==> config.mk <==
export PLATFORM = sky130hd
export DESIGN_NAME = pbe_channel
export DESIGN_NICKNAME = d
export VERILOG_FILES = /design/src/hdl/pbe_pkg.sv /design/src/hdl/pbe_channel.sv
export SDC_FILE = /design/constraint.sdc
export NUM_CORES = 2
export LEC_CHECK = 0
export ABC_AREA = 1
export BUFFER_PORTS_ARGS = -buffer_cell sky130_fd_sc_hd__buf_4
export CAP_MARGIN = 20
export CORE_MARGIN = 2
export CORE_UTILIZATION = 45
export CTS_CLUSTER_DIAMETER = 150
export DETAILED_ROUTE_END_ITERATION = 12
export GPL_TIMING_DRIVEN = 0
export PLACE_DENSITY = 0.65
export SLEW_MARGIN = 20
export SYNTH_ARGS = -nofsm -noshare
export SYNTH_HDL_FRONTEND = slang
export SYNTH_SLANG_ARGS = --single-unit
==> constraint.sdc <==
create_clock -name aclk -period 14.85 [get_ports aclk]
set_input_delay 0.7425 -clock aclk [delete_from_list [all_inputs] [get_ports aclk]]
set_output_delay 0.7425 -clock aclk [all_outputs]
set_load 0.02 [all_outputs]
==> src/hdl/pbe_pkg.sv <==
// Package for the Phong BRDF evaluate unit: widths, constants, register indexes.
// No dependencies.
package pbe_pkg;

    localparam int EXP_BITS_DEF = 10;
    localparam int COL_W        = 17;
    localparam int SHIN_W       = 10;
    localparam int VEC_W        = 16;
    localparam int OUT_W        = 24;
    localparam int Q16_W        = 17;   // Q0.16 with room for 1.0
    localparam int CFG_IDX_W    = 3;
    localparam int CFG_DATA_W   = 17;

    localparam logic [Q16_W-1:0] ONE_Q16     = 17'd65536;
    localparam logic [30:0]      INV_PI_Q32  = 31'd1367130551;
    localparam logic [29:0]      INV_2PI_Q32 = 30'd683565276;
    localparam logic [OUT_W-1:0] OUT_MAX     = 24'hFFFFFF;

    typedef enum logic [CFG_IDX_W-1:0] {
        REG_KD_R  = 3'd0,
        REG_KD_G  = 3'd1,
        REG_KD_B  = 3'd2,
        REG_KS_R  = 3'd3,
        REG_KS_G  = 3'd4,
        REG_KS_B  = 3'd5,
        REG_SHIN  = 3'd6,
        REG_NONE  = 3'd7
    } cfg_reg_t;

    // Rounded Q0.16 product; both operands at most 1.0, so 17 bits suffice.
    function automatic logic [Q16_W-1:0] qmul16(input logic [Q16_W-1:0] x,
                                                input logic [Q16_W-1:0] y);
        logic [2*Q16_W-1:0] prod;
        prod = x * y + 34'd32768;
        return prod[Q16_W+15:16];
    endfunction

endpackage

==> src/hdl/pbe_channel.sv <==
// Per-color output stage: specular scale, constant multiplies, sum, saturate.
// Three register stages. Depends on pbe_pkg.
module pbe_channel #(
    parameter int EXP_BITS = pbe_pkg::EXP_BITS_DEF
) (
    input  logic                        aclk,
    input  logic [2:0]                  en,
    input  logic [pbe_pkg::COL_W-1:0]   kd,
    input  logic [pbe_pkg::COL_W-1:0]   ks,
    input  logic [EXP_BITS-1:0]         nexp,
    input  logic [pbe_pkg::Q16_W-1:0]   p,
    output logic [pbe_pkg::OUT_W-1:0]   refl
);

    localparam int NW = EXP_BITS + 1;
    localparam int KN_W = pbe_pkg::COL_W + NW;
    localparam int T_W = KN_W + pbe_pkg::Q16_W;
    localparam int T16_W = T_W - 16;

    logic [KN_W-1:0]   kn_reg, kn_next;
    logic [pbe_pkg::Q16_W-1:0] p_reg;
    logic [pbe_pkg::COL_W-1:0] kd1_reg, kd2_reg;
    logic [T16_W-1:0]  t16_reg, t16_next;
    logic [T_W-1:0]    t_full;
    logic [T16_W+30:0] spec_reg, spec_next;
    logic [47:0]       diff_reg, diff_next;
    logic [T16_W+31:0] sum;
    logic [T16_W-1:0]  r;

    always_comb begin
        kn_next   = KN_W'(ks * ({1'b0, nexp} + NW'(2)));
        t_full    = kn_reg * p_reg + T_W'(32768);
        t16_next  = t_full[T_W-1:16];
        spec_next = t16_reg * pbe_pkg::INV_2PI_Q32;
        diff_next = 48'(kd2_reg * pbe_pkg::INV_PI_Q32);
        sum       = (T16_W+32)'(spec_reg) + (T16_W+32)'(diff_reg) + (T16_W+32)'(33'h80000000);
        r         = sum[T16_W+31:32];
    end

    always_ff @(posedge aclk) begin
        if (en[0]) begin
            kn_reg  <= kn_next;
            p_reg   <= p;
            kd1_reg <= kd;
        end
        if (en[1]) begin
            t16_reg <= t16_next;
            kd2_reg <= kd1_reg;
        end
        if (en[2]) begin
            spec_reg <= spec_next;
            diff_reg <= diff_next;
        end
    end

    assign refl = (r > T16_W'(pbe_pkg::OUT_MAX)) ? pbe_pkg::OUT_MAX
                                                 : r[pbe_pkg::OUT_W-1:0];

endmodule

==> flow_summary.ini <==
[run_status]
status = finished clean

[cts]
cts_tree = built
cts.clk_slew.worst_paths_ns = 0.06
post_cts_resized = 0
clock_sinks = 211
cts_buffers = 24
htree_levels = 1
ctsHoldBuffers = 0
clockBufferDepth = 3
clock_latency_ns = 0.58
cts_root_buffer = clkbuf_16
cts_setup_buffers = 0

[place]
dp_hpwl_um = 151000
dp_cells = 9116
dp_slack_ns = 7.44
gp_congestion = 0.996
numPortBuffers = 73

[global_routing]
grt_pass1_wl_um = 268000
grt_use_total_pct = 25.6
gr-max-usage-layer = met2
grt_pass1_vias = 48100
use_met3_pct = 2.58
grt_util_met2_pct = 43.7
grt_overflow = 0
antenna_found_initial = 3
use_met1_pct = 34.3
grt_max_degree = 104

[die]
pin_count = 89
initial_core_util_pct = 45.4
die_x_um = 366
row_count = 132
fp.dieH_um = 366
die_area_um2 = 134000
core-area_um2 = 130000

[sta]
tightest_slew_ns = 0.963
min_period_ns = 7.42
fin_worst_skew_ns = 0.0122
finalCritPeriodShare_pct = 50.0
slew_headroom_pct = 35.8
finalSetupViolCount = 0
hold_violations = 0
final_max_slew_viol_count = 0
fmax_mhz = 135
fin_tns_setup_ns = 0
rsz0062_at_grt = no
setup_slack_ns = 7.43

[drt]
firstDrtPassIters = 8
viasPerCell = 4.99
route.antenna.remaining_nets = 0
wl_per_cell_um = 18.5
drc = 0
routed_wl_um = 169000
drt_iter0_drc = 3258
vias = 45700

[worst_hold_path]
hold_class = in2reg

[synthesis]
synth_ff_type = edfxtp_1
yosysWarnings = 0
synthAdderAreaFrac_pct = 51.9
synth_cell_types = 51
synth_nets = 9190
async_reset_ff_share_pct = 0
synth_compound_area_share_pct = 4.87
synth_top_family_by_area = adder cells
yosys.area_share.simple_pct = 15.7
synth_edf_count = 211
synth_area_um2 = 58900
synth_seq_area_share_pct = 10.8
synth-seq-cells = 211
syn_area_per_cell_um2 = 8.07
synth_mux_area_share_pct = 0
synthCells = 7301
synth_xor_area_share_pct = 1.86

[flow_run]
max-cap-violations = 0

[layout]
syn_to_final_growth_pct = 5.92
stdcell_count = 9158
antenna_cells = 0
layout.nets = 9289
largest_register_ffs = 57
fill_cells = 12800
layout-drive-gt1-share_pct = 2.16

[worst_setup_path]
cp-end-kind = flip-flop
path_class = reg2reg
critPathMaxStageDelay_ns = 0.74
cp.arrival_ns = 7.72
path_cells = clkbuf_1, buf_1, nand2_1, fa_1, inv_1, fa_1, inv_1, fa_1, inv_1, fa_1, fa_1, inv_1, fa_1, inv_1, ha_1, nand2_1, inv_1, a21oi_1, o21ai_0, a21o_1, a21oi_1, xnor2_1
path_delay_family = adder cells
critPathBufInv = 8
cp_slowest_cell = buf_1
worst_setup_path_start_kind = flip-flop
worstPathRequired_ns = 15.15
reg2reg_slack_ns = 7.43
critPathMaxFanout = 10
-- layout make-up --
| class | instances | area (um^2) | area share (%) |
|---|---|---|---|
| buffer | 136 | 547 | 0.876 |
| clock buffer | 25 | 604 | 0.969 |
| clock inverter | 17 | 149 | 0.239 |
| inverter | 2197 | 8250 | 13.2 |
| multi-input combinational | 4757 | 43800 | 70.2 |
| sequential | 211 | 6340 | 10.2 |
| tap | 1742 | 2180 | 3.49 |
| timing repair buffer | 73 | 552 | 0.884 |
-- cell usage in the layout (no fill, tap or decap), types with 45 or more instances in the layout --
cell      instances
inv_1          2193
nand3_1         169
nor3_1           45
nand2_1        1505
nor2_1          462
ha_1            795
a21oi_1         241
xor2_1           86
buf_4            73
edfxtp_1        211
o21ai_0         129
nand4_1          47
fa_1           1029
clkbuf_1        119
-- routing by layer --
layer | routed length (um) | part of all wire, % | up-vias
li1 | - | - | 21800
met1 | 73300 | 43 | 22300
met2 | 80700 | 48 | 1336
met3 | 9090 | 5.4 | 263
met4 | 5910 | 3.5 | 0
met5 | 0 | 0 | -
-- path summary, 6_finish.rpt --
check / from / to / cells past startpoint
setup / recovery: p_reg[9] / t16_reg[9] / 22
hold / removal: p[2] / p_reg[2] / 1
setup reg to reg: p_reg[9] / t16_reg[9] / 22
hold reg to reg: kd1_reg[5] / kd2_reg[5] / 0
-- Yosys cell counts (2+ instances only) --
| library cell | instances | area (um^2) |
|---|---|---|
| nor2_1 | 462 | 1730 |
| nor3_2 | 3 | 30.0 |
| a21o_1 | 35 | 263 |
| fa_1 | 1029 | 20600 |
| buf_1 | 11 | 41.3 |
| nand3_2 | 2 | 20.0 |
| o21bai_1 | 40 | 300 |
| inv_1 | 2193 | 8230 |
| and3_1 | 3 | 18.8 |
| nor3b_1 | 2 | 15.0 |
| and2_1 | 9 | 56.3 |
| nor2_2 | 10 | 62.6 |
| buf_6 | 4 | 45.0 |
| nand3_1 | 169 | 846 |
| o21ai_0 | 129 | 646 |
| a221oi_1 | 2 | 17.5 |
| a211oi_1 | 2 | 15.0 |
| a21boi_0 | 11 | 82.6 |
| nand3b_1 | 12 | 90.1 |
| nand2_2 | 13 | 81.3 |
| nand2_1 | 1505 | 5650 |
| nor3_1 | 45 | 225 |
| o21a_1 | 11 | 82.6 |
| xnor2_1 | 39 | 342 |
| a21oi_2 | 4 | 35.0 |
| nand4_1 | 47 | 294 |
| a21boi_1 | 2 | 15.0 |
| o21ai_1 | 7 | 35.0 |
| ha_1 | 795 | 9950 |
| a31oi_1 | 11 | 68.8 |
| inv_2 | 4 | 15.0 |
| o211ai_1 | 6 | 45.0 |
| a21oi_1 | 241 | 1210 |
| or2_2 | 2 | 12.5 |
| xor2_1 | 86 | 753 |
| edfxtp_1 | 211 | 6340 |
| clkbuf_1 | 119 | 447 |
| nor4_1 | 12 | 75.1 |
-- logic make-up (layout without fill, tap and decap cells) --
family | Yosys count | count (layout)
adders and majority gates | 1824 | 1824
and+or+nand+nor | 2301 | 2301
AOI/OAI and AO/OA | 507 | 507
buffers and inverters | 2333 | 2448
DFF | 211 | 211
xor gates and xnor gates | 125 | 125
-- worst register-to-register path, stage by stage (launching register included) --
cell	delay, ns
edfxtp_1	0.34
clkbuf_1	0.71
buf_1	0.75
nand2_1	0.19
fa_1	0.57
inv_1	0.05
fa_1	0.51
inv_1	0.06
fa_1	0.53
inv_1	0.05
fa_1	0.50
fa_1	0.55
inv_1	0.05
fa_1	0.53
inv_1	0.04
ha_1	0.32
nand2_1	0.13
inv_1	0.05
a21oi_1	0.27
o21ai_0	0.19
a21o_1	0.26
a21oi_1	0.30
xnor2_1	0.18
-- through the flow --
step	hold WS, ns	util [%]	instance area [um^2]
floorplan	0.400	-	58900
global placement	0.402	47.5	61600
detailed placement	0.405	47.5	61600
CTS	0.292	48.1	62400
global route	0.312	48.1	62400
finish	0.327	48.1	62400
Power is not shown: default switching activity piles up to over one toggle a cycle in this logic, so the estimate is an artifact.
