$ cat src/hdl/pbe_pkg.sv
// Package for the Phong BRDF evaluate unit: widths, constants, register indexes.
// No dependencies.
package pbe_pkg;

    localparam int EXP_BITS_DEF = 10;
    localparam int COL_W        = 17;
    localparam int SHIN_W       = 10;
    localparam int VEC_W        = 16;
    localparam int OUT_W        = 24;
    localparam int Q16_W        = 17;   // Q0.16 with room for 1.0
    localparam int CFG_IDX_W    = 3;
    localparam int CFG_DATA_W   = 17;

    localparam logic [Q16_W-1:0] ONE_Q16     = 17'd65536;
    localparam logic [30:0]      INV_PI_Q32  = 31'd1367130551;
    localparam logic [29:0]      INV_2PI_Q32 = 30'd683565276;
    localparam logic [OUT_W-1:0] OUT_MAX     = 24'hFFFFFF;

    typedef enum logic [CFG_IDX_W-1:0] {
        REG_KD_R  = 3'd0,
        REG_KD_G  = 3'd1,
        REG_KD_B  = 3'd2,
        REG_KS_R  = 3'd3,
        REG_KS_G  = 3'd4,
        REG_KS_B  = 3'd5,
        REG_SHIN  = 3'd6,
        REG_NONE  = 3'd7
    } cfg_reg_t;

    // Rounded Q0.16 product; both operands at most 1.0, so 17 bits suffice.
    function automatic logic [Q16_W-1:0] qmul16(input logic [Q16_W-1:0] x,
                                                input logic [Q16_W-1:0] y);
        logic [2*Q16_W-1:0] prod;
        prod = x * y + 34'd32768;
        return prod[Q16_W+15:16];
    endfunction

endpackage

$ cat src/hdl/pbe_pow_cell.sv
// One square-and-multiply step of the power chain.
// Depends on pbe_pkg.
module pbe_pow_cell (
    input  logic                        aclk,
    input  logic                        en,
    input  logic                        exp_bit,
    input  logic [pbe_pkg::Q16_W-1:0]   p_in,
    input  logic [pbe_pkg::Q16_W-1:0]   base_in,
    output logic [pbe_pkg::Q16_W-1:0]   p_out,
    output logic [pbe_pkg::Q16_W-1:0]   base_out
);

    logic [pbe_pkg::Q16_W-1:0] p_reg, base_reg, p_next, base_next;

    always_comb begin
        p_next    = exp_bit ? pbe_pkg::qmul16(p_in, base_in) : p_in;
        base_next = pbe_pkg::qmul16(base_in, base_in);
    end

    always_ff @(posedge aclk) begin
        if (en) begin
            p_reg    <= p_next;
            base_reg <= base_next;
        end
    end

    assign p_out    = p_reg;
    assign base_out = base_reg;

endmodule

$ cat config.mk
export PLATFORM = sky130hd
export DESIGN_NAME = pbe_pow_cell
export DESIGN_NICKNAME = d
export VERILOG_FILES = /design/src/hdl/pbe_pkg.sv /design/src/hdl/pbe_pow_cell.sv
export SDC_FILE = /design/constraint.sdc
export NUM_CORES = 1
export LEC_CHECK = 0
export BUFFER_PORTS_ARGS = -buffer_cell sky130_fd_sc_hd__buf_2
export CAP_MARGIN = 40
export CORE_MARGIN = 1
export CORE_UTILIZATION = 40
export DETAILED_ROUTE_END_ITERATION = 10
export SLEW_MARGIN = 20
export SYNTH_ARGS = -nofsm -noshare
export SYNTH_HDL_FRONTEND = slang
export SYNTH_SLANG_ARGS = --single-unit
$ cat constraint.sdc
create_clock -name aclk -period 7.05 [get_ports aclk]
set_input_delay 0.3525 -clock aclk [delete_from_list [all_inputs] [get_ports aclk]]
set_output_delay 0.3525 -clock aclk [all_outputs]
set_load 0.02 [all_outputs]
==> results of run 1 <==
[layer usage]
layer,GRT usage (%),vias to the layer above,share of wire [%]
met2,34.8,172,53
met4,5.07,0,2.0
met3,1.05,39,2.6
li1,-,5865,-
met1,24.1,6526,43
met5,0,-,0
[cells in the mapped netlist (14+ instances only)]
cell	number	area share, %
and2_1	209	7.1
edfxtp_1	34	5.6
nand2_1	222	4.5
mux2_2	14	0.86
a21o_1	16	0.65
xnor2_1	32	1.5
nor2_1	26	0.53
clkbuf_1	77	1.6
inv_1	557	11
fa_1	416	45
nand3_1	14	0.38
a21oi_1	33	0.90
ha_1	222	15
[path summary, 6_finish.rpt]
check	from	endpoint	slack, ns	cells past startpoint
max	base_in[9]	p_out[14]	0.71	22
min	en	base_out[14]	0.44	1
[flip-flops by register name (all words and copies together) (netlist names)]
name	flops
base_out	17
p_out	17
[stage by stage]
step	setup slack [ns]	util (%)	hold slack [ns]	cells	area (µm²)
after floorplan	1.04	-	0.465	1982	18400
after global placement	0.508	42.6	0.811	2591	19300
after detailed placement	0.412	42.7	0.746	2592	19300
after CTS	0.710	43.0	0.427	2600	19500
after global routing	0.199	43.0	0.437	2602	19500
final	0.709	43.1	0.439	2605	19500
[kinds of logic after synthesis]
group	Yosys count	synth area share [%]
xor+xnor	42	2.00
simple gates	518	14.3
flops	34	5.56
buf+inv	634	13.0
compound gates	102	3.90
fa+ha+maj	638	60.5
mux	14	0.858
[layout make-up]
cell class	instances	area (µm²)	share of cell area, %
multi-input combinational	1314	15000	76.8
inverter	557	2090	10.7
sequential	34	1020	5.24
tap	600	751	3.85
timing repair buffer	87	490	2.52
clock buffer	6	129	0.661
clock inverter	2	37.5	0.193
antenna	5	12.5	0.0642
==> qor.yml, run 1 <==
drc: 0
start_util_pct: 40.6
arrival_ns: 6.40
drt_wl_total_um: 40400
grt_max_degree: 36
grt_pass1_vias: 14500
clock-sinks: 34
cp.required_ns: 7.10
clk_pin_slew_ns: 0.06
postCtsHoldBufs: 0
die_area_um2: 46800
synthToLayoutAreaGrowth_pct: 6.16
max_freq_mhz: 158
post_cts_resized: 0
period_share_pct: 89.9
status: "completed"
post-cts-setup-buffers: 0
nets: 2674
report.final.hold_viol_count: 0
rsz0062_at_grt: "false"
setup_viol: 0
yosysSeqAreaShare_pct: 5.56
drt_iter0_markers: 368
viasPerCell: 4.84
root_buffer: "clkbuf_16"
postSynth.asyncResetShare_pct: 0
grt_usage_pct: 18.9
synthCells: 1982
max_stage_delay_ns: 0.57
cap_violations: 0
crit_type: "in -> reg"
cts.path.max_buffers: 2
max_slew_margin_pct: 50.5
cts_tree: "done"
final_cell_mix: "inv_1 (557), fa_1 (416), nand2_1 (222), ha_1 (222), and2_1 (209)"
die_w_um: 216
io_buffers: 70
ys_types: 51
drive_gt1_share_pct: 5.90
cpMostUsedCell: "fa_1"
ant_nets: 0
first_pass_iters: 4
gp_congestion: 0.826
cts_buffers: 5
cp_cell_sequence: "buf_2 > nand2_1 > fa_1 > inv_1 > fa_1 > inv_1 > fa_1 > inv_1 > fa_1 > fa_1 > inv_1 > fa_1 > inv_1 > ha_1 > a21oi_1 > nor2b_1 > o21ai_0 > nor2b_1 > nand4b_1 > a31oi_2 > xnor2_1 > mux2_2"
hp-class: "in -> reg"
fillerInstances: 4556
antenna_found_initial: 3
tns_ns: 0
vias: 12600
gr-total-overflow: 0
synth_fp_nets: 2657
htree_num_levels: 2
ys.flop_type: "edfxtp_1"
rows: 78
crit_path_top_delay_cell: "fa_1"
end_kind: "flop"
core-area_um2: 45300
worstMarginPinSlew_ns: 0.742
dp_hpwl_um: 32800
grt_pass1_wl_um: 70900
start_kind: "input port"
layout_commonest_cell: "inv_1"
drv_slew: 0
cp_top_family: "adder cells"
crit_buf_inv: 6
yosysWarnings: 0
die_y_um: 216
synth-seq-cells: 34
synth_area_um2: 18400
synth_area_per_cell_um2: 9.27
synth_edf_count: 34
avgRoutedWirePerCell_um: 15.5
worstPathMaxFanout: 32
post-route-min-period_ns: 6.34
io_pins: 71
Power of run 1 is left out: the tool's default activity adds up to more than one toggle a clock period on the data nets, which glitch-free logic cannot reach.
==> inputs of run 2 (changes only) <==
--- a/config.mk
+++ b/config.mk
@@ -5,11 +5,13 @@
 export SDC_FILE = /design/constraint.sdc
 export NUM_CORES = 1
 export LEC_CHECK = 0
+export ABC_AREA = 1
 export BUFFER_PORTS_ARGS = -buffer_cell sky130_fd_sc_hd__buf_2
 export CAP_MARGIN = 40
 export CORE_MARGIN = 1
 export CORE_UTILIZATION = 40
 export DETAILED_ROUTE_END_ITERATION = 10
+export SKIP_LAST_GASP = 1
 export SLEW_MARGIN = 20
 export SYNTH_ARGS = -nofsm -noshare
 export SYNTH_HDL_FRONTEND = slang
==> constraint.sdc (replaced) <==
create_clock -name aclk -period 7.05 [get_ports aclk]
set_input_delay 0.3525 -clock aclk [delete_from_list [all_inputs] [get_ports aclk]]
set_output_delay 0.3525 -clock aclk [all_outputs]
set_load 0.005 [all_outputs]
==> run 2 against run 1 <==
Hold slack gained 0.052 ns. First-iteration DRC count grew 110%. Count of clock-buffer cells in the layout is the same. Setup slack gained 0.32 ns. Critical path depth grew 1. Core utilization is essentially flat. Sequential share of layout area shrank 0.43 points. Synthesized cell count grew 34%.
==> qor.yml, run 2 <==
status: "completed"
cp.required_ns: 7.10
max_stage_delay_ns: 0.64
globalRouteMet2Util_pct: 33.9
grt_usage_pct: 20.2
crit_type: "in -> reg"
hp-class: "in -> reg"
grt_pass1_vias: 16800
avgRoutedWirePerCell_um: 14.6
synth_area_per_cell_um2: 7.61
cts.path.max_buffers: 2
max_slew_margin_pct: 43.4
period_share_pct: 85.4
drv_slew: 0
post-cts-setup-buffers: 0
grt_max_degree: 38
min_from: "en"
crit_path_start: "base_in[9]"
hold_end: "base_out[5]"
root_buffer: "clkbuf_16"
clock-sinks: 34
cp_cell_sequence: "buf_2 > nand2_1 > fa_1 > inv_1 > fa_1 > inv_1 > fa_1 > inv_1 > fa_1 > fa_1 > inv_1 > fa_1 > inv_1 > ha_1 > nand2_1 > inv_1 > a21oi_1 > a21boi_1 > nand2_2 > nand2_1 > nand2_1 > nand2_1 > nand2_1"
dp_hpwl_um: 38800
final_cell_mix: "inv_1 (853), nand2_1 (681), fa_1 (416)"
grt_most_used_layer: "met2"
core-area_um2: 49400
antenna_found_initial: 0
layout_commonest_cell: "inv_1"
max_freq_mhz: 166
tns_ns: 0
arrival_ns: 6.07
post-route-min-period_ns: 6.02
num_antenna_cells: 0
rsz0062_at_grt: "false"
synthToLayoutAreaGrowth_pct: 5.22
first_pass_iters: 5
synth_commonest_cells: "inv_1 (853), nand2_1 (681), fa_1 (416)"
worstPathMaxFanout: 35
cap_violations: 0
synthCells: 2654
start_kind: "input port"
vias: 15600
ant_nets: 0
synth_top_area_share_pct: 41.2
ys_types: 40
synth_area_um2: 20200
synthTopCellsByArea: "fa_1 (41%), inv_1 (16%), ha_1 (14%), nand2_1 (13%), edfxtp_1 (5.1%)"
yosysMostFrequentCell: "inv_1"
yosysSeqAreaShare_pct: 5.06
drive_gt1_share_pct: 4.14
met3_usage_pct: 0.842
drc: 0
end_kind: "flop"
io_buffers: 70
io_pins: 71
hold-path-cell-count: 1
drt_iter0_markers: 791
worstMarginPinSlew_ns: 0.849
setup_viol: 0
die_w_um: 227
rows: 81
post_cts_resized: 0
use_met1_pct: 29.1
cts_buffers: 5
crit_path_top_delay_cell: "buf_2"
yosysWarnings: 0
ys.flop_type: "edfxtp_1"
synth_fp_nets: 3329
die_area_um2: 51400
die_y_um: 227
synth_edf_count: 34
grt_pass1_wl_um: 82700
cts_tree: "done"
synth_top_area_cell: "fa_1"
postSynth.asyncResetShare_pct: 0
drt_wl_total_um: 48000
postCtsHoldBufs: 0
report.final.hold_viol_count: 0
nets: 3307
gr-total-overflow: 0
clk_pin_slew_ns: 0.05
start_util_pct: 40.9
synth-seq-cells: 34
viasPerCell: 4.74
htree_num_levels: 2
gp_congestion: 0.887
-- run 2: per-layer routing --
layer | wire length [µm] | part of all wire (%)
met2 | 22800 | 47
met1 | 23000 | 48
met5 | 0 | 0
met3 | 1660 | 3.5
met4 | 535 | 1.1
-- run 2: area by class of cell --
| type | instances | area, µm² |
|---|---|---|
| clock buffers | 6 | 129 |
| clock inverters | 2 | 8.76 |
| fillers | 5097 | 28100 |
| inverters | 855 | 3210 |
| multi-input cells | 1658 | 15500 |
| flip-flops and latches | 34 | 1020 |
| well taps | 664 | 831 |
| repair buffers | 78 | 505 |
-- run 2: worst max-delay path, delay by kind of cell --
kind / cells / cell delay, ns
AOI/OAI and AO/OA: 2 / 0.57
buffers and inverters: 7 / 0.94
adders and majority gates: 7 / 3.36
and+or+nand+nor: 7 / 0.83
-- run 2: per-stage QoR --
stage,std cells,instance area [µm²],setup slack [ns],hold slack (ns),util [%]
after floorplan,2654,20200,1.51,0.465,-
after global routing,3297,21200,0.686,0.514,43.1
after CTS,3292,21100,1.00,0.488,42.8
after detailed placement,3284,21000,0.694,0.745,42.6
after global placement,3282,21000,0.777,0.745,42.5
final,3297,21200,1.03,0.491,43.1
-- run 2: worst max path at each step --
stage | to | slack, ns | cells after the start
2_1_floorplan | base_out[12] | 1.51 | 22
3_3_place_gp | base_out[16] | 0.78 | 23
3_5_place_dp | base_out[16] | 0.69 | 23
4_1_cts | base_out[16] | 1.00 | 23
5_1_grt | base_out[16] | 0.69 | 23
6_report | base_out[16] | 1.03 | 23
-- run 2: cells by family (layout without fill, tap and decap cells) --
group / count (synthesis) / count (layout) / synth area share, %
AOI/OAI and AO/OA: 125 / 125 / 3.51
and+or+nand+nor: 867 / 867 / 17.3
buffers and inverters: 962 / 941 / 18.0
xor gates and xnor gates: 28 / 28 / 1.21
adders and majority gates: 638 / 638 / 55.0
DFF: 34 / 34 / 5.06
Power of run 2 is left out for the same reason.
==> inputs of run 3 (changes only) <==
--- a/config.mk
+++ b/config.mk
@@ -9,7 +9,7 @@
 export BUFFER_PORTS_ARGS = -buffer_cell sky130_fd_sc_hd__buf_2
 export CAP_MARGIN = 40
 export CORE_MARGIN = 1
-export CORE_UTILIZATION = 40
+export CORE_UTILIZATION = 35
 export DETAILED_ROUTE_END_ITERATION = 10
 export SKIP_LAST_GASP = 1
 export SLEW_MARGIN = 20
==> run 3 against run 2 <==
Count of clock-buffer cells in the layout rose by 1. Core utilization fell by 5.4 points. Via count fell by 2.0%. Routed wire length fell by 2.4%. Flip-flop and latch count did not move. Sequential share of layout area barely moved.
==> qor.yml, run 3 (same netlist as run 2, synthesis figures left out) <==
worstMarginPinSlew_ns: 0.841
avgRoutedWirePerCell_um: 13.8
cts_buffers: 5
layout_commonest_cell: "inv_1"
worstPathMaxFanout: 35
report.final.hold_viol_count: 0
post-route-min-period_ns: 5.89
post-place-ws_ns: 0.799
fin_util_pct: 37.7
max_stage_delay_ns: 0.59
clock-sinks: 34
clk_pin_slew_ns: 0.05
crit_type: "in -> reg"
drc: 0
grt_usage_pct: 17.0
cp.required_ns: 7.10
end_kind: "flop"
start_util_pct: 35.6
final_cell_mix: "inv_1 (853), nand2_1 (681), fa_1 (416)"
rsz0062_at_grt: "false"
synthToLayoutAreaGrowth_pct: 5.85
drv_slew: 0
rows: 87
grt_max_degree: 37
tns_ns: 0
grt_pass1_wl_um: 80900
worst_slack_ns: 1.16
die_area_um2: 58700
gp_congestion: 0.901
post_cts_resized: 0
nets: 3311
first_pass_iters: 5
drt_iter0_markers: 837
crit_path_start: "base_in[9]"
post-cts-setup-buffers: 0
period_share_pct: 83.6
num_antenna_cells: 0
drive_gt1_share_pct: 4.25
setup_viol: 0
cp_num_cells: 23
die_w_um: 242
viasPerCell: 4.52
dp_hpwl_um: 38300
ant_nets: 0
die_y_um: 242
cts.path.max_buffers: 2
max_slew_margin_pct: 44.0
root_buffer: "clkbuf_16"
vias: 15300
io_buffers: 70
crit_path_end: "base_out[4]"
cp_top_family: "adder cells"
cap_violations: 0
crit_buf_inv: 7
htree_num_levels: 2
start_kind: "input port"
crit_path_top_delay_cell: "buf_2"
io_pins: 71
core-area_um2: 56700
grt_pass1_vias: 16200
antenna_found_initial: 0
postCtsHoldBufs: 0
whs_ns: 0.464
cp_cell_sequence: "buf_2 > nand2_1 > fa_1 > inv_1 > fa_1 > inv_1 > fa_1 > inv_1 > fa_1 > fa_1 > inv_1 > fa_1 > inv_1 > ha_1 > nand2_1 > inv_1 > a21oi_1 > a21boi_1 > nand2_2 > nand2_1 > nand2_1 > nand2_1 > nand2_1"
arrival_ns: 5.94
drt_wl_total_um: 46900
cts_tree: "done"
hp-class: "in -> reg"
max_freq_mhz: 170
gr-total-overflow: 0
status: "completed"
[run 3: cell types whose count changed in the layout (fill, tap and decap cells not counted)]
| cell | previous run | this run |
|---|---|---|
| buf_4 | 1 | 6 |
| buf_12 | 6 | 5 |
| clkbuf_1 | 1 | 2 |
| clkinv_1 | 1 | 0 |
| clkinv_2 | 1 | 0 |
[run 3: routing by layer]
| metal | vias to the layer above | part of all wire, % | track usage, % |
|---|---|---|---|
| met5 | - | 0 | 0 |
| met4 | 0 | 1.2 | 3.20 |
| met2 | 268 | 48 | 29.3 |
| li1 | 7480 | - | - |
| met1 | 7548 | 48 | 23.8 |
| met3 | 32 | 3.4 | 0.665 |
[run 3: final cells by class]
type	count	area (µm²)
Clock buffer	7	133
Fill cell	5938	35300
Inverter	855	3210
Multi-Input combinational cell	1658	15500
Sequential cell	34	1020
Tap cell	756	946
Timing Repair Buffer	82	523
[run 3: metrics by stage]
step | cell area (µm²) | std cells
floorplan | 20200 | 2654
global placement | 21100 | 3379
detailed placement | 21100 | 3380
CTS | 21300 | 3387
global route | 21400 | 3392
finish | 21400 | 3392
[run 3: how the worst min path moves through the flow]
stage | from | to | slack [ns] | depth (start not counted)
detailed placement | p_out[8] | p_out[8] | 0.75 | 1
global placement | p_out[8] | p_out[8] | 0.75 | 1
finish | en | base_out[1] | 0.46 | 1
floorplan | en | base_out[0] | 0.46 | 0
global route | en | base_out[7] | 0.49 | 1
CTS | en | base_out[4] | 0.48 | 1
Power of run 3 is left out for the same reason.
